===== src/rtl/core/i2c_ras_pkg.sv =====
// ----------------------------------------------------------------------------
// I2C register access sequencer package
// Shared codes, field widths and the result record of the sequencer.
// ----------------------------------------------------------------------------
package i2c_ras_pkg;

  // Default width of the read length and byte counter.
  localparam int LEN_BITS_DEF = 8;

  // Stream payload widths (tdata in whole bytes, tuser in bits).
  localparam int IN_TDATA_W  = 48;
  localparam int IN_TUSER_W  = 2;
  localparam int OUT_TDATA_W = 40;

  // Item kinds carried on the input tuser.
  localparam logic [1:0] REQ_WRITE = 2'd0;
  localparam logic [1:0] REQ_READ  = 2'd1;
  localparam logic [1:0] REQ_EVENT = 2'd2;

  // Result status codes.
  localparam logic [1:0] ST_OK       = 2'd0;
  localparam logic [1:0] ST_BUSY     = 2'd1;
  localparam logic [1:0] ST_ZERO_LEN = 2'd2;

  // ACK enable commands.
  localparam logic [1:0] ACK_LEAVE = 2'd0;
  localparam logic [1:0] ACK_SET   = 2'd1;
  localparam logic [1:0] ACK_CLEAR = 2'd2;

  // Transaction phases.
  localparam int PH_W = 4;
  localparam logic [PH_W-1:0] PH_IDLE       = 4'd0;
  localparam logic [PH_W-1:0] PH_START      = 4'd1;
  localparam logic [PH_W-1:0] PH_ADDR_W     = 4'd2;
  localparam logic [PH_W-1:0] PH_REG        = 4'd3;
  localparam logic [PH_W-1:0] PH_WRITE_DATA = 4'd4;
  localparam logic [PH_W-1:0] PH_RESTART    = 4'd5;
  localparam logic [PH_W-1:0] PH_ADDR_R     = 4'd6;
  localparam logic [PH_W-1:0] PH_ADDR_R_ACK = 4'd7;
  localparam logic [PH_W-1:0] PH_READ       = 4'd8;
  localparam logic [PH_W-1:0] PH_STOP       = 4'd9;

  // One result item.
  typedef struct packed {
    logic [1:0] status;
    logic       tx_valid;
    logic [7:0] tx_byte;
    logic       gen_start;
    logic       gen_stop;
    logic [1:0] ack_ctrl;
    logic       clear_addr;
    logic       rx_valid;
    logic [7:0] rx_byte;
    logic [7:0] rx_index;
    logic       done_res;
    logic       busy_res;
  } res_t;

endpackage


===== src/rtl/core/i2c_register_access_sequencer.sv =====
// ----------------------------------------------------------------------------
// I2C register access sequencer
// Steps a byte-level I2C controller through one-byte register writes and
// N-byte register reads, one controller command set per input item.
// ----------------------------------------------------------------------------
//
//  Channel | Direction | Carries
//  --------+-----------+-------------------------------------------------
//  in_*    | input     | requests and controller status events
//  out_*   | output    | controller commands, received bytes, status
//
// Every item is decided in the cycle it is accepted and its result is
// registered, so one item is taken per clock, limited only by out_tready.
// A new item is accepted while the held result is being taken.
// rst_n is synchronous and clears the phase, the busy flag and the
// output valid; the transaction operands are loaded by each request.
// A stalled result holds its value until out_tready is high.

module i2c_register_access_sequencer #(
  parameter int LEN_BITS = i2c_ras_pkg::LEN_BITS_DEF
) (
  input  logic                               clk,
  input  logic                               rst_n,
  // in_tdata, low bit first: dev_addr[7:0], reg_addr[7:0], write_value[7:0],
  // read_len[7:0], flag_sb, flag_addr, flag_txe, flag_btf, flag_rxne,
  // rx_data[7:0], three zero bits.
  input  logic                               in_tvalid,
  output logic                               in_tready,
  input  logic [i2c_ras_pkg::IN_TDATA_W-1:0] in_tdata,
  // in_tuser: req_type[1:0].
  input  logic [i2c_ras_pkg::IN_TUSER_W-1:0] in_tuser,
  // out_tdata, low bit first: status[1:0], tx_valid, tx_byte[7:0],
  // gen_start, gen_stop, ack_ctrl[1:0], clear_addr, rx_valid, rx_byte[7:0],
  // rx_index[7:0], done_res, busy_res, five zero bits.
  output logic                                out_tvalid,
  input  logic                                out_tready,
  output logic [i2c_ras_pkg::OUT_TDATA_W-1:0] out_tdata
);

  import i2c_ras_pkg::*;

  // Unpacked input fields.
  logic [1:0] req_type;
  logic [7:0] dev_addr;
  logic [7:0] reg_addr;
  logic [7:0] write_value;
  logic [7:0] read_len;
  logic       flag_sb;
  logic       flag_addr;
  logic       flag_txe;
  logic       flag_btf;
  logic       flag_rxne;
  logic [7:0] rx_data;

  assign req_type    = in_tuser[1:0];
  assign dev_addr    = in_tdata[7:0];
  assign reg_addr    = in_tdata[15:8];
  assign write_value = in_tdata[23:16];
  assign read_len    = in_tdata[31:24];
  assign flag_sb     = in_tdata[32];
  assign flag_addr   = in_tdata[33];
  assign flag_txe    = in_tdata[34];
  assign flag_btf    = in_tdata[35];
  assign flag_rxne   = in_tdata[36];
  assign rx_data     = in_tdata[44:37];

  // Sequencer state.
  logic [PH_W-1:0]     phase_r, phase_nxt;
  logic                in_progress_r, in_progress_nxt;
  logic                read_flow_r, read_flow_nxt;
  logic [7:0]          device_byte_r, device_byte_nxt;
  logic [7:0]          register_byte_r, register_byte_nxt;
  logic [7:0]          pending_write_r, pending_write_nxt;
  logic [LEN_BITS-1:0] length_goal_r, length_goal_nxt;
  logic [LEN_BITS-1:0] byte_count_r, byte_count_nxt;

  // Result register.
  logic out_valid_r, out_valid_nxt;
  res_t res_r, res_nxt;

  // Handshakes.
  logic in_acc;
  assign in_tready = !out_valid_r || out_tready;
  assign in_acc    = in_tvalid && in_tready;

  // Length and counter arithmetic at the counter width.
  logic [LEN_BITS+7:0] len_ext;
  logic [LEN_BITS-1:0] req_len;
  logic [LEN_BITS-1:0] count_inc;
  logic [LEN_BITS:0]   count_inc_p1;
  logic [LEN_BITS+7:0] index_ext;

  assign len_ext      = {{LEN_BITS{1'b0}}, read_len};
  assign req_len      = len_ext[LEN_BITS-1:0];
  assign count_inc    = byte_count_r + {{(LEN_BITS-1){1'b0}}, 1'b1};
  assign count_inc_p1 = {1'b0, count_inc} + {{LEN_BITS{1'b0}}, 1'b1};
  assign index_ext    = {8'b0, byte_count_r};

  // Next state and result of the item being accepted.
  always_comb begin
    phase_nxt         = phase_r;
    in_progress_nxt   = in_progress_r;
    read_flow_nxt     = read_flow_r;
    device_byte_nxt   = device_byte_r;
    register_byte_nxt = register_byte_r;
    pending_write_nxt = pending_write_r;
    length_goal_nxt   = length_goal_r;
    byte_count_nxt    = byte_count_r;
    res_nxt           = '0;

    if (req_type == REQ_WRITE || req_type == REQ_READ) begin
      // A new request: reject when busy or empty, else load and start.
      if (in_progress_r) begin
        res_nxt.status = ST_BUSY;
      end else if (req_type == REQ_READ && req_len == '0) begin
        res_nxt.status = ST_ZERO_LEN;
      end else begin
        device_byte_nxt   = dev_addr;
        register_byte_nxt = reg_addr;
        byte_count_nxt    = '0;
        if (req_type == REQ_READ) begin
          read_flow_nxt   = 1'b1;
          length_goal_nxt = req_len;
        end else begin
          read_flow_nxt     = 1'b0;
          pending_write_nxt = write_value;
          length_goal_nxt   = {{(LEN_BITS-1){1'b0}}, 1'b1};
        end
        phase_nxt         = PH_START;
        in_progress_nxt   = 1'b1;
        res_nxt.gen_start = 1'b1;
      end
    end else if (in_progress_r) begin
      // A status event: only the flag awaited in this phase counts.
      unique case (phase_r)
        PH_START: begin
          if (flag_sb) begin
            res_nxt.tx_valid = 1'b1;
            res_nxt.tx_byte  = device_byte_r;
            phase_nxt        = PH_ADDR_W;
          end
        end
        PH_ADDR_W: begin
          if (flag_addr) begin
            res_nxt.clear_addr = 1'b1;
            phase_nxt          = PH_REG;
          end
        end
        PH_REG: begin
          if (flag_txe) begin
            res_nxt.tx_valid = 1'b1;
            res_nxt.tx_byte  = register_byte_r;
            phase_nxt        = read_flow_r ? PH_RESTART : PH_WRITE_DATA;
          end
        end
        PH_WRITE_DATA: begin
          if (flag_btf) begin
            res_nxt.tx_valid = 1'b1;
            res_nxt.tx_byte  = pending_write_r;
            byte_count_nxt   = count_inc;
            phase_nxt        = PH_STOP;
          end
        end
        PH_RESTART: begin
          if (flag_btf) begin
            res_nxt.gen_start = 1'b1;
            phase_nxt         = PH_ADDR_R;
          end
        end
        PH_ADDR_R: begin
          if (flag_sb) begin
            res_nxt.tx_valid = 1'b1;
            res_nxt.tx_byte  = {device_byte_r[7:1], 1'b1};
            phase_nxt        = PH_ADDR_R_ACK;
          end
        end
        PH_ADDR_R_ACK: begin
          if (flag_addr) begin
            res_nxt.clear_addr = 1'b1;
            if (length_goal_r == {{(LEN_BITS-1){1'b0}}, 1'b1}) begin
              res_nxt.ack_ctrl = ACK_CLEAR;
              res_nxt.gen_stop = 1'b1;
            end else begin
              res_nxt.ack_ctrl = ACK_SET;
            end
            phase_nxt = PH_READ;
          end
        end
        PH_READ: begin
          if (flag_rxne) begin
            res_nxt.rx_valid = 1'b1;
            res_nxt.rx_byte  = rx_data;
            res_nxt.rx_index = index_ext[7:0];
            byte_count_nxt   = count_inc;
            // NACK and STOP ahead of the last byte.
            if (count_inc_p1 == {1'b0, length_goal_r}) begin
              res_nxt.ack_ctrl = ACK_CLEAR;
              res_nxt.gen_stop = 1'b1;
            end
            // All bytes in: restore ACK and finish.
            if (count_inc >= length_goal_r) begin
              res_nxt.ack_ctrl = ACK_SET;
              res_nxt.done_res = 1'b1;
              phase_nxt        = PH_IDLE;
              in_progress_nxt  = 1'b0;
            end
          end
        end
        PH_STOP: begin
          if (flag_btf) begin
            res_nxt.gen_stop = 1'b1;
            res_nxt.ack_ctrl = ACK_SET;
            res_nxt.done_res = 1'b1;
            phase_nxt        = PH_IDLE;
            in_progress_nxt  = 1'b0;
          end
        end
        default: begin
          phase_nxt       = PH_IDLE;
          in_progress_nxt = 1'b0;
        end
      endcase
    end

    res_nxt.busy_res = in_progress_nxt;
  end

  // Output valid follows acceptance and the downstream take.
  always_comb begin
    out_valid_nxt = out_valid_r;
    if (in_acc) begin
      out_valid_nxt = 1'b1;
    end else if (out_tready) begin
      out_valid_nxt = 1'b0;
    end
  end

  // Control state.
  always_ff @(posedge clk) begin
    if (!rst_n) begin
      phase_r       <= PH_IDLE;
      in_progress_r <= 1'b0;
      out_valid_r   <= 1'b0;
    end else begin
      out_valid_r <= out_valid_nxt;
      if (in_acc) begin
        phase_r       <= phase_nxt;
        in_progress_r <= in_progress_nxt;
      end
    end
  end

  // Transaction operands and the result payload.
  always_ff @(posedge clk) begin
    if (in_acc) begin
      read_flow_r     <= read_flow_nxt;
      device_byte_r   <= device_byte_nxt;
      register_byte_r <= register_byte_nxt;
      pending_write_r <= pending_write_nxt;
      length_goal_r   <= length_goal_nxt;
      byte_count_r    <= byte_count_nxt;
      res_r           <= res_nxt;
    end
  end

  // Result packing.
  assign out_tvalid = out_valid_r;
  assign out_tdata  = {5'b0, res_r.busy_res, res_r.done_res, res_r.rx_index,
                       res_r.rx_byte, res_r.rx_valid, res_r.clear_addr,
                       res_r.ack_ctrl, res_r.gen_stop, res_r.gen_start,
                       res_r.tx_byte, res_r.tx_valid, res_r.status};

  // The busy flag and a non-idle phase always go together.
  a_busy_phase: assert property (@(posedge clk) disable iff (!rst_n)
    in_progress_r == (phase_r != PH_IDLE))
    else $error("busy flag and phase disagree");

  // A request taken during a transaction is reported as rejected busy.
  a_reject_busy: assert property (@(posedge clk) disable iff (!rst_n)
    in_acc && in_progress_r && (req_type == REQ_WRITE || req_type == REQ_READ)
    |=> out_tvalid && res_r.status == ST_BUSY && res_r.busy_res)
    else $error("request during a transaction was not rejected");

  // A completed transaction leaves the block idle.
  a_done_idle: assert property (@(posedge clk) disable iff (!rst_n)
    out_valid_r |-> !(res_r.done_res && res_r.busy_res))
    else $error("completion reported while still busy");

  // A result never loads the data register and delivers a byte together.
  a_tx_rx_excl: assert property (@(posedge clk) disable iff (!rst_n)
    out_valid_r |-> !(res_r.tx_valid && res_r.rx_valid))
    else $error("transmit and receive in one result");

endmodule

===== config.mk =====
export PLATFORM = sky130hd
export DESIGN_NAME = i2c_register_access_sequencer
export DESIGN_NICKNAME = d
export VERILOG_FILES = /design/src/rtl/core/i2c_ras_pkg.sv /design/src/rtl/core/i2c_register_access_sequencer.sv
export SDC_FILE = /design/constraint.sdc
export NUM_CORES = 1
export LEC_CHECK = 0
export BUFFER_PORTS_ARGS = -buffer_cell sky130_fd_sc_hd__buf_2
export CORE_MARGIN = 4
export CORE_UTILIZATION = 53
export DETAILED_ROUTE_END_ITERATION = 10
export PLACE_DENSITY = 0.76
export SLEW_MARGIN = 40
export SYNTH_ARGS = -nofsm -noshare
export SYNTH_HDL_FRONTEND = slang
export SYNTH_SLANG_ARGS = --single-unit

===== constraint.sdc =====
create_clock -name clk -period 7.4 [get_ports clk]
set_input_delay 1.48 -clock clk [delete_from_list [all_inputs] [get_ports clk]]
set_output_delay 1.48 -clock clk [all_outputs]
set_load 0.02 [all_outputs]

# --- Yosys cells after proc, flatten, opt, wreduce, memory -nomap -nowiden ---
# Cells that the tools add are included.
# W data, S select, Z words.
word_totals:
  ff_bits: 82
  elab_cells: 134
  inputBits: 54
  out_inout_bits: 42
classes:
  bitwise: 6
  reduce_logical: 19
  magnitude_cmp: 1
  eq_ne: 24
  mux: 60
  addsub: 2
op_table:
  columns: ["op", "n"]
  rows:
  - ["$mux W4", 15]
  - ["$mux W8", 6]
  - ["$mux W9", 4]
  - ["$pmux W4 S9", 1]
  - ["$pmux W9 S4", 1]
  - ["$ne A3 B3 Y1 const B", 10]
  - ["$mux W23", 1]
  - ["$mux W1", 19]
  - ["$mux W18", 1]
  - ["$mux W17", 1]
  - ["$eq A4 B3 Y1 const B", 4]
  - ["$pmux W8 S2", 1]
  - ["$reduce_and A14 Y1", 1]
  - ["$add A8 B1 Y9 const B", 1]
  - ["$eq A9 B8 Y1", 1]
  - ["$mux W3", 3]
  - ["$pmux W3 S3", 1]
  - ["$add A8 B1 Y8 const B", 1]
  - ["$eq A4 B2 Y1 const B", 2]
  - ["$eq A4 B4 Y1 const B", 2]
  - ["$eq A8 B1 Y1 const B", 1]
  - ["$ge A8 B8 Y1", 1]
  - ["$logic_not A8 Y1", 1]
  - ["$reduce_and A7 Y1", 1]
  - ["other kinds (19)", 32]

# --- Depth between registers and ports, before layout ---
# Gate-level depths: netlist of the first run.
logic_depth:
  word_depth: 9
  mapped_depth: 12
  ltp_nobuf: 11

# --- Worst setup path before layout of the first run ---
# Ideal clock, no wire load.
synth_timing:
  path_type: "input port to flip-flop"
  start: "in out_tready"
  end: "reg device_byte_r[0] (enable)"
  path_slack_ps: 1022
  path_buffers: 0
  setup_time_ps: 543
  t_required_ps: 6857
  cell_stages: 3
  arrival_ps: 5834
  cell_sequence: "nand2b_1 > nand2_1 > a2111oi_0"
synth_between:
  elab_chain_len: 3
synth_rtl:
  columns: ["item", "line", "source"]
  rows:
  - ["start, declared", "i2c_register_access_sequencer.sv:36", "input logic out_tready,"]
  - ["$logic_or A1 B1 Y1", "i2c_register_access_sequencer.sv:83", "assign in_tready = !out_valid_r || out_tready;"]
  - ["$logic_and A1 B1 Y1", "i2c_register_access_sequencer.sv:84", "assign in_acc = in_tvalid && in_tready;"]
  - ["$reduce_and A4 Y1 (no source line)", null, null]
  - ["end signal, assigned", "i2c_register_access_sequencer.sv:257", "device_byte_r <= device_byte_nxt;"]
  - ["end, declared", "i2c_register_access_sequencer.sv:71", "logic [7:0] device_byte_r, device_byte_nxt;"]
# Every way passes these cells.
# A chain may end at the register's enable or synchronous reset.

# --- Worst setup path in the final report of the first run ---
layout_timing:
  start: "reg byte_count_r[0]"
  end: "reg phase_r[3]"
layout_between:
  elab_chain_len: 4
layout_rtl:
  columns: ["item", "line", "source"]
  rows:
  - ["start, declared", "i2c_register_access_sequencer.sv:75", "logic [LEN_BITS-1:0] byte_count_r, byte_count_nxt;"]
  - ["start signal, assigned", "i2c_register_access_sequencer.sv:261", "byte_count_r <= byte_count_nxt;"]
  - ["$add A8 B1 Y8", "i2c_register_access_sequencer.sv:95", "assign count_inc = byte_count_r + {{(LEN_BITS-1){1'b0}}, 1'b1};"]
  - ["net count_inc[2]", "i2c_register_access_sequencer.sv:89", "logic [LEN_BITS-1:0] count_inc;"]
  - ["$ge A8 B8 Y1", "i2c_register_access_sequencer.sv:201", "if (count_inc >= length_goal_r) begin"]
  - ["$ne A3 B3 Y1 (no source line)", null, null]
  - ["$reduce_and A14 Y1 (no source line)", null, null]
  - ["end signal, assigned", "i2c_register_access_sequencer.sv:247", "phase_r <= phase_nxt;"]
  - ["end, declared", "i2c_register_access_sequencer.sv:68", "logic [PH_W-1:0] phase_r, phase_nxt;"]
# The timed path passes the listed nets, and every way through them passes these cells.

==> results.json, run 1 <==
{
  "outcome": "finished clean",
  "async_flop_share_pct": 0,
  "drive_gt1_share_pct": 26.6,
  "core_um2": 7410,
  "grt.busiest_layer": "met2",
  "grt_pass1_wl_um": 13600,
  "powerDensity_nw_per_um2": 196,
  "grt_pass1_vias": 2914,
  "path_cells": "ha_1, xnor2_1, inv_2, ha_1, nor3_1, nor4_1, a21oi_1, o31a_1, or4_1, a21oi_1",
  "grtUsageMet1_pct": 26.0,
  "synth_top_family_by_area": "simple AND/OR/NAND/NOR gates",
  "maxCapViolCount": 0,
  "hp-class": "flip-flop to flip-flop",
  "worstPathRequired_ps": 7700,
  "path_clk_slew_ps": 90,
  "die_x_um": 96.5,
  "dieArea_um2": 9300,
  "fp.dieH_um": 96.5,
  "stdcell_area_um2": 4860,
  "drt-initial-drc-count": 183,
  "wl_um": 8710,
  "drt-pass1-iter-count": 5,
  "yosys_warnings": 0,
  "grt_start_max_net_pins": 34,
  "synthFlopType": "edfxtp_1",
  "yosysUniqueCellTypes": 58,
  "insertion_delay_ps": 360,
  "setup_violations": 0,
  "synth_adder_area_share_pct": 3.02,
  "vdd_drop_max_mv": 0.127,
  "layout_common_cells": "87 x buf_2, 76 x edfxtp_1, 31 x and2_1",
  "maxSlewHeadroom_pct": 57.1,
  "root_buffer": "clkbuf_8",
  "synth.ff_latch_count": 82,
  "tightest_slew_ps": 639,
  "io_buffers": 87,
  "syn_to_final_growth_pct": 17.3,
  "setup_tns_ps": 0,
  "ctsHoldBuffers": 0,
  "cts_tree": "done",
  "fin_crit_ps": 3390,
  "grt_usage_pct": 19.4,
  "viasPerCell": 5.54,
  "fin_ws_ps": 4010,
  "nNetsFinal": 503,
  "syn_inst": 357,
  "grt_setup_unrepaired": "no",
  "place_congestion": 0.828,
  "final_common_cell": "buf_2",
  "startpoint_type": "flip-flop",
  "diodes": 0,
  "drv_slew": 0,
  "syn_area_per_cell_um2": 11.6,
  "n_fill_cell": 597,
  "critical_path_peak_fanout": 11,
  "syn_area_um2": 4150,
  "place_area_um2": 4660,
  "fin_skew_ps": 6.08,
  "grt_use_met3_pct": 5.65,
  "antenna_found_initial": 0,
  "grtUsageMet2_pct": 30.3,
  "synth_compound_area_share_pct": 10.4,
  "crit_type": "flip-flop to flip-flop",
  "p_leak_nw": 1.89,
  "grt_overflow": 0,
  "dpl.hpwl_um": 6360,
  "timing.fmax_mhz": 295,
  "postCtsResizedCells": 0,
  "synth.area.mux_share_pct": 0.241,
  "start_util_pct": 56.0,
  "post-route-util_pct": 65.6,
  "hold_viol": 0,
  "io_pins": 96,
  "synth_edf_count": 76,
  "rows": 31,
  "pre_cts_slack_ps": 3460,
  "synth_xor_area_share_pct": 4.13,
  "min_period_over_period_pct": 45.8,
  "post_drt_wl_per_cell_um": 16.0,
  "crit_arrival_ps": 3690,
  "end_kind": "flip-flop",
  "cpPeakStageDelay_ps": 570,
  "cts_buffers": 9,
  "ys_seq_area_share_pct": 57.9,
  "drtAntennaViolNets": 0,
  "drcViolationCount": 0,
  "cts.sinks": 82,
  "post_cts_buffers": 0,
  "synth-simple-area-share_pct": 19.8,
  "detailroute.via_count": 3008,
  "htreeDepth": 3,
  "cpMaxStageDelayCell": "edfxtp_1",
  "clk_path_buf_depth": 2
}
-- synthesized netlist by cell type (all sizes together), types with 2 or more instances --
master	number	area, um2
a31o	2	17.5
nand2	17	63.8
or4	4	30.0
dfxtp	6	120
inv	19	71.3
a21oi	12	60.1
buf	9	58.8
and2	31	194
a31oi	3	18.8
a2111oi	2	17.5
nor2b	11	68.8
xor2	2	17.5
nor3b	5	37.5
nand3	6	30.0
o311a	2	20.0
o22ai	3	18.8
a222oi	7	70.1
o21ai	11	55.1
xnor2	15	131
ha	10	125
or2	2	12.5
clkbuf	13	50.0
nor4b	4	41.3
nor3	8	40.0
o31a	2	17.5
nor4	8	50.1
o21bai	3	22.5
nor2	26	97.6
edfxtp	76	2280
or3	2	12.5
nand2b	10	62.6
nand4	4	25.0
and3	2	12.5
-- routing by layer --
layer,vias up,part of all wire (%)
li1,1467,-
met4,0,1.6
met1,1407,43
met3,13,7.9
met5,-,0
met2,121,47
-- worst paths after layout --
path / end / cells after the start / slack, ps / start
worst max-delay path: phase_r[3] / 10 / 4010 / byte_count_r[0]
worst min register to register: out_tvalid / 2 / 530 / out_tvalid
worst max register to register: phase_r[3] / 10 / 4010 / byte_count_r[0]
worst min-delay path: out_tvalid / 2 / 530 / out_tvalid
-- flip-flops by register name (all words and copies together), names as in the netlist --
signal,cells
out_tdata,35
pending_write_r,8
byte_count_r,8
read_flow_r,1
phase_r,4
device_byte_r,8
length_goal_r,8
out_tvalid,1
in_progress_r,1
register_byte_r,8
-- cells by family (layout without fill, tap and decap cells) --
| family | count (synthesis) | after routing |
|---|---|---|
| simple gates | 145 | 145 |
| flops | 82 | 82 |
| compound gates | 59 | 59 |
| buf+inv | 41 | 124 |
| xor+xnor | 18 | 18 |
| fa+ha+maj | 10 | 10 |
| other cells | 1 | 5 |
| mux | 1 | 1 |
-- where the power goes --
group          leakage (nW)  internal [mW]  switching, mW  total, mW
Sequential            0.786          0.526         0.0115      0.538
Clock                0.0942          0.132          0.184      0.316
Combinational          1.00         0.0386         0.0613     0.0999
Total                  1.89          0.697          0.257      0.954
-- metrics by stage --
step | power [mW] | hold WS, ps | cells
final | 0.954 | 534 | 543
after global routing | 0.994 | 573 | 543
after CTS | 0.962 | 540 | 543
after detailed placement | 0.648 | 518 | 527
after global placement | 0.644 | 505 | 527
after floorplan | 0.611 | 540 | 361
-- worst max-delay path, delay by kind of cell (launching register included) --
kind / cells / cell delay, ps
xor gates and xnor gates: 1 / 430
and+or+nand+nor: 3 / 900
AOI/OAI and AO/OA: 3 / 640
buffers and inverters: 1 / 110
DFF: 1 / 570
adders and majority gates: 2 / 660
-- cell type report --
cell class / instances / area, um2 / area share [%]
inverter: 19 / 71.3 / 1.47
timing repair buffer: 89 / 450 / 9.26
clock buffer: 9 / 124 / 2.55
clock inverter: 7 / 73.8 / 1.52
tap: 99 / 124 / 2.55
multi-input combinational: 238 / 1620 / 33.3
sequential: 82 / 2400 / 49.4
No activity file was read; power rests on OpenSTA's default activity.
==> run 2: changes to the inputs <==
--- a/config.mk
+++ b/config.mk
@@ -5,11 +5,12 @@
 export SDC_FILE = /design/constraint.sdc
 export NUM_CORES = 1
 export LEC_CHECK = 0
+export ABC_AREA = 1
 export BUFFER_PORTS_ARGS = -buffer_cell sky130_fd_sc_hd__buf_2
 export CORE_MARGIN = 4
-export CORE_UTILIZATION = 53
+export CORE_UTILIZATION = 49
 export DETAILED_ROUTE_END_ITERATION = 10
-export PLACE_DENSITY = 0.76
+export PLACE_DENSITY = 0.74
 export SLEW_MARGIN = 40
 export SYNTH_ARGS = -nofsm -noshare
 export SYNTH_HDL_FRONTEND = slang
==> constraint.sdc (replaced) <==
create_clock -name clk -period 3.1 [get_ports clk]
set_input_delay 0.62 -clock clk [delete_from_list [all_inputs] [get_ports clk]]
set_output_delay 0.62 -clock clk [all_outputs]
set_load 0.02 [all_outputs]
==> results.json, run 2 <==
{
  "outcome": "finished clean",
  "drtAntennaViolNets": 0,
  "maxCapViolCount": 0,
  "grt_setup_unrepaired": "no",
  "yosys_warnings": 0,
  "async_flop_share_pct": 0,
  "syn_to_final_growth_pct": 18.8,
  "hold_end": "device_byte_r[7]",
  "fin_crit_ps": 2700,
  "tightest_slew_ps": 810,
  "post_cts_buffers": 0,
  "rr_startpoint": "byte_count_r[0]",
  "maxSlewHeadroom_pct": 45.8,
  "yosysUniqueCellTypes": 33,
  "startpoint_type": "flip-flop",
  "wl_um": 8620,
  "p_leak_nw": 2.22,
  "htreeDepth": 3,
  "worstPathRequired_ps": 3210,
  "ctsHoldBuffers": 0,
  "dpl.hpwl_um": 6650,
  "root_buffer": "clkbuf_8",
  "syn_inst": 447,
  "min_period_over_period_pct": 87.0,
  "place_congestion": 0.890,
  "synthFlopType": "edfxtp_1",
  "post_drt_wl_per_cell_um": 13.2,
  "holdPathStages": 1,
  "drive_gt1_share_pct": 23.6,
  "hp-start": "in_tdata[7]",
  "antenna_found_initial": 0,
  "syn_area_um2": 4120,
  "hold_viol": 0,
  "diodes": 0,
  "hp-class": "input pin to flip-flop",
  "dp_cells": 639,
  "grt_pass1_vias": 3193,
  "drcViolationCount": 0,
  "detailroute.via_count": 3244,
  "die_x_um": 99.7,
  "drt-pass1-iter-count": 4,
  "r2r_setup_slack_ps": 400,
  "syn_area_per_cell_um2": 9.21,
  "fin_skew_ps": 14.3,
  "viasPerCell": 4.95,
  "io_pins": 96,
  "nNetsFinal": 609,
  "timing.rr.end": "out_tdata[34]",
  "drv_slew": 0,
  "critical_path_peak_fanout": 9,
  "cts_tree": "done",
  "io_buffers": 87,
  "grt_start_max_net_pins": 38,
  "vdd_drop_max_mv": 0.328,
  "final_common_cell": "nand2_1",
  "grt_overflow": 0,
  "largest_reg_flops": 35,
  "crit_arrival_ps": 2800,
  "layout_common_cells": "96 x nand2_1, 87 x buf_2, 81 x inv_1",
  "drt-initial-drc-count": 178,
  "grt_pass1_wl_um": 14500,
  "timing.fmax_mhz": 371,
  "synth.ff_latch_count": 82,
  "rr_worst_depth": 16,
  "synthTopCellsByArea": "edfxtp_1 55%, nand2_1 8.7%, inv_1 7.4%",
  "cts.sinks": 82,
  "path_clk_slew_ps": 90,
  "crit_type": "flip-flop to flip-flop",
  "setup_violations": 0,
  "synth_edf_count": 76,
  "rows": 33,
  "ys_seq_area_share_pct": 58.3,
  "powerDensity_nw_per_um2": 479,
  "insertion_delay_ps": 350,
  "end_kind": "flip-flop",
  "cts_buffers": 9,
  "dieArea_um2": 9940,
  "setup_tns_ps": 0,
  "start_util_pct": 50.1,
  "core_um2": 8220,
  "finalNonFillerCells": 655,
  "fp.dieH_um": 99.7,
  "yosys-top-cells-count": "96 x nand2_1, 81 x inv_1, 76 x edfxtp_1",
  "grt_usage_pct": 18.4,
  "yosysTopAreaCell": "edfxtp_1",
  "postCtsResizedCells": 0,
  "synth.most_common_cell": "nand2_1",
  "synth_top_area_share_pct": 55.4,
  "clk_path_buf_depth": 2
}
run 2: worst max-delay path by stage:
stage	start	end	cells after the start
finish	byte_count_r[0]	out_tdata[34]	16
global route	byte_count_r[0]	out_tdata[34]	16
global placement	byte_count_r[0]	out_tdata[34]	16
CTS	byte_count_r[0]	out_tdata[34]	16
detailed placement	byte_count_r[0]	out_tdata[34]	16
floorplan	in_tuser[1]	device_byte_r[0]	5
run 2: worst max-delay path: stages, from the launching register on:
cell,delay [ps]
edfxtp_1,530
ha_1,270
nand2_2,100
nor2_1,150
nand3_1,100
nand2_2,120
inv_1,80
ha_1,270
nand2_1,60
nor2_1,160
nand4_1,130
nand3_1,160
nand2_1,60
nand2_1,50
nand2_1,40
nand2_1,120
inv_1,50
run 2: area by class of cell:
class                      count  area (um2)
clock buffer                   9         124
clock inverter                 7        75.1
fill                         733        3320
inverter                      82         308
multi-input combinational    278        1380
sequential                    82        2400
tap                          105         131
timing repair buffer          92         473
run 2: logic make-up (layout without fill, tap and decap cells):
kind of cell / after synthesis / after routing / synth area share, %
buf+inv: 91 / 190 / 8.78
simple gates: 225 / 225 / 24.1
other cells: 1 / 5 / 0.0910
compound gates: 37 / 37 / 5.44
flops: 82 / 82 / 58.3
fa+ha+maj: 10 / 10 / 3.04
xor+xnor: 1 / 1 / 0.213
run 2: stage by stage:
stage | instance area [um2] | power [mW] | worst slack [ps] | utilization [%] | hold WS (ps)
after floorplan | 4130 | 1.50 | 318 | - | 464
after global placement | 4690 | 1.59 | 458 | 57.1 | 485
after detailed placement | 4690 | 1.59 | 413 | 57.1 | 484
after CTS | 4890 | 2.36 | 399 | 59.5 | 419
after global routing | 4890 | 2.45 | 81.7 | 59.5 | 403
final | 4890 | 2.34 | 402 | 59.5 | 434
run 2: power by group:
group	total (mW)	leakage, nW	switching, mW	internal (mW)
Clock	0.775	0.0943	0.397	0.378
Sequential	1.29	0.783	0.0223	1.26
Combinational	0.283	1.34	0.190	0.0924
Total	2.34	2.22	0.610	1.73
run 2: per-layer routing:
layer / global-route usage [%] / wire length (um) / share of wire [%] / up-vias
met5: 0 / 0 / 0 / -
met4: 4.62 / 104 / 1.2 / 0
met3: 4.84 / 592 / 6.9 / 8
met2: 31.6 / 4310 / 50 / 108
met1: 23.2 / 3610 / 42 / 1477
li1: - / - / - / 1651
==> run 3: changes to the inputs <==
--- a/config.mk
+++ b/config.mk
@@ -9,6 +9,7 @@
 export BUFFER_PORTS_ARGS = -buffer_cell sky130_fd_sc_hd__buf_2
 export CORE_MARGIN = 4
 export CORE_UTILIZATION = 49
+export CTS_BUF_LIST = sky130_fd_sc_hd__clkbuf_8 sky130_fd_sc_hd__clkbuf_16
 export DETAILED_ROUTE_END_ITERATION = 10
 export PLACE_DENSITY = 0.74
 export SLEW_MARGIN = 40
==> constraint.sdc (replaced) <==
create_clock -name clk -period 3.1 [get_ports clk]
set_input_delay 0.465 -clock clk [delete_from_list [all_inputs] [get_ports clk]]
set_output_delay 0.465 -clock clk [all_outputs]
set_load 0.02 [all_outputs]
==> results.json, run 3 (synthesis results as in run 2) <==
{
  "p_leak_nw": 2.23,
  "htreeDepth": 3,
  "drv_slew": 0,
  "drcViolationCount": 0,
  "ctsHoldBuffers": 0,
  "start_util_pct": 50.1,
  "outcome": "finished clean",
  "dpl.hpwl_um": 6650,
  "wl_um": 8620,
  "io_pins": 96,
  "grt_pass1_vias": 3146,
  "critical_path_peak_fanout": 7,
  "tightest_slew_ps": 703,
  "maxSlewHeadroom_pct": 53.0,
  "clk_path_buf_depth": 2,
  "core_um2": 8220,
  "power_mw": 2.43,
  "post_drt_wl_per_cell_um": 13.2,
  "place_congestion": 0.910,
  "vdd_drop_max_mv": 0.343,
  "grt_setup_unrepaired": "no",
  "worstPathRequired_ps": 3210,
  "dieArea_um2": 9940,
  "grt_overflow": 0,
  "drt-initial-drc-count": 142,
  "insertion_delay_ps": 350,
  "antenna_found_initial": 0,
  "drt-pass1-iter-count": 4,
  "fin_crit_ps": 2640,
  "cts_tree": "done",
  "intPower_mw": 1.82,
  "pwr-share-seq_pct": 53.0,
  "maxCapViolCount": 0,
  "path_cells": "ha_1, nand2_2, nor2_1, nand3_1, nand2_2, inv_1, ha_1, nand2_1, nor2_1, nand4_1, nand3_1, nand2_1, nand2_1, nand2_1, nand2_1, inv_1",
  "switching_power_uw": 608,
  "combinationalPowerShare_pct": 11.8,
  "setup_tns_ps": 0,
  "io_buffers": 87,
  "final_common_cell": "nand2_1",
  "cpMaxStageDelayCell": "edfxtp_1",
  "timing.fmax_mhz": 379,
  "place_area_um2": 4710,
  "drtAntennaViolNets": 0,
  "root_buffer": "clkbuf_8",
  "fp.dieH_um": 99.7,
  "rows": 33,
  "min_period_over_period_pct": 85.1,
  "stdcell_area_um2": 4930,
  "cpPeakStageDelay_ps": 480,
  "drive_gt1_share_pct": 23.5,
  "crit_top_cell": "nand2_1",
  "largest_reg_flops": 35,
  "startpoint_type": "flip-flop",
  "layout_common_cells": "96 x nand2_1, 87 x buf_2, 81 x inv_1",
  "grt_start_max_net_pins": 38,
  "syn_to_final_growth_pct": 19.7,
  "crit_arrival_ps": 2750,
  "detailroute.via_count": 3250,
  "hold_viol": 0,
  "crit_type": "flip-flop to flip-flop",
  "setup_violations": 0,
  "postCtsResizedCells": 0,
  "nNetsFinal": 608,
  "post_cts_buffers": 0,
  "cts_buffers": 9,
  "pwr-share-clk_pct": 35.3,
  "path_clk_slew_ps": 90,
  "end_kind": "flip-flop",
  "die_x_um": 99.7,
  "cts.sinks": 82,
  "hp-class": "input pin to flip-flop",
  "diodes": 0,
  "switching_share_pct": 25.0,
  "grt_pass1_wl_um": 14000,
  "viasPerCell": 4.97,
  "grt_usage_pct": 17.9,
  "powerDensity_nw_per_um2": 492,
  "fin_skew_ps": 12.5
}
==> run 3: cell count changes in the layout (fill, tap and decap cells not counted), sizes merged <==
cell      change
buf           -1
bufinv        +1
clkinvlp      -1
==> run 3: worst max-delay path, delay by kind of cell, from the launching register on <==
kind	cells	cell delay, ps
and+or+nand+nor	12	1260
buffers and inverters	2	130
adders and majority gates	2	540
DFF	1	480
==> run 3: area by class of cell <==
| type | instances | area (um2) |
|---|---|---|
| Fill cell | 741 | 3290 |
| Clock buffer | 9 | 124 |
| Multi-Input combinational cell | 278 | 1390 |
| Inverter | 82 | 308 |
| Timing Repair Buffer | 91 | 478 |
| Sequential cell | 82 | 2400 |
| Clock inverter | 7 | 100 |
| Tap cell | 105 | 131 |
==> run 3: metal layers <==
metal | GRT usage (%) | part of all wire, % | up-vias
met5 | 0 | 0 | -
met1 | 21.7 | 43 | 1497
met2 | 30.8 | 49 | 94
met3 | 4.63 | 5.9 | 9
met4 | 6.09 | 1.4 | 0
li1 | - | - | 1650
==> run 3: power by group through the flow <==
stage | Clock [mW] | Combinational [mW] | Sequential [mW]
after floorplan | 0 | 0.155 | 1.34
after global placement | 0 | 0.280 | 1.31
after detailed placement | 0 | 0.286 | 1.31
after CTS | 0.870 | 0.287 | 1.29
after global routing | 0.928 | 0.321 | 1.29
final | 0.856 | 0.286 | 1.29
==> run 3: path summary, 6_finish.rpt <==
check	start	end	slack, ps	cells after the start
worst max-delay path	byte_count_r[1]	out_tdata[34]	460	16
worst min-delay path	in_tdata[9]	register_byte_r[1]	280	1
worst max register to register	byte_count_r[1]	out_tdata[34]	460	16
worst min register to register	phase_r[2]	phase_r[2]	510	2
==> run 3: metrics by stage <==
step                util [%]  hold WS (ps)  cells  worst slack [ps]
floorplan                  -           464    451               473
global placement        57.2           484    638               540
detailed placement      57.3           501    638               462
CTS                     60.0           267    654               440
global route            60.0           253    654               153
finish                  60.0           282    654               461
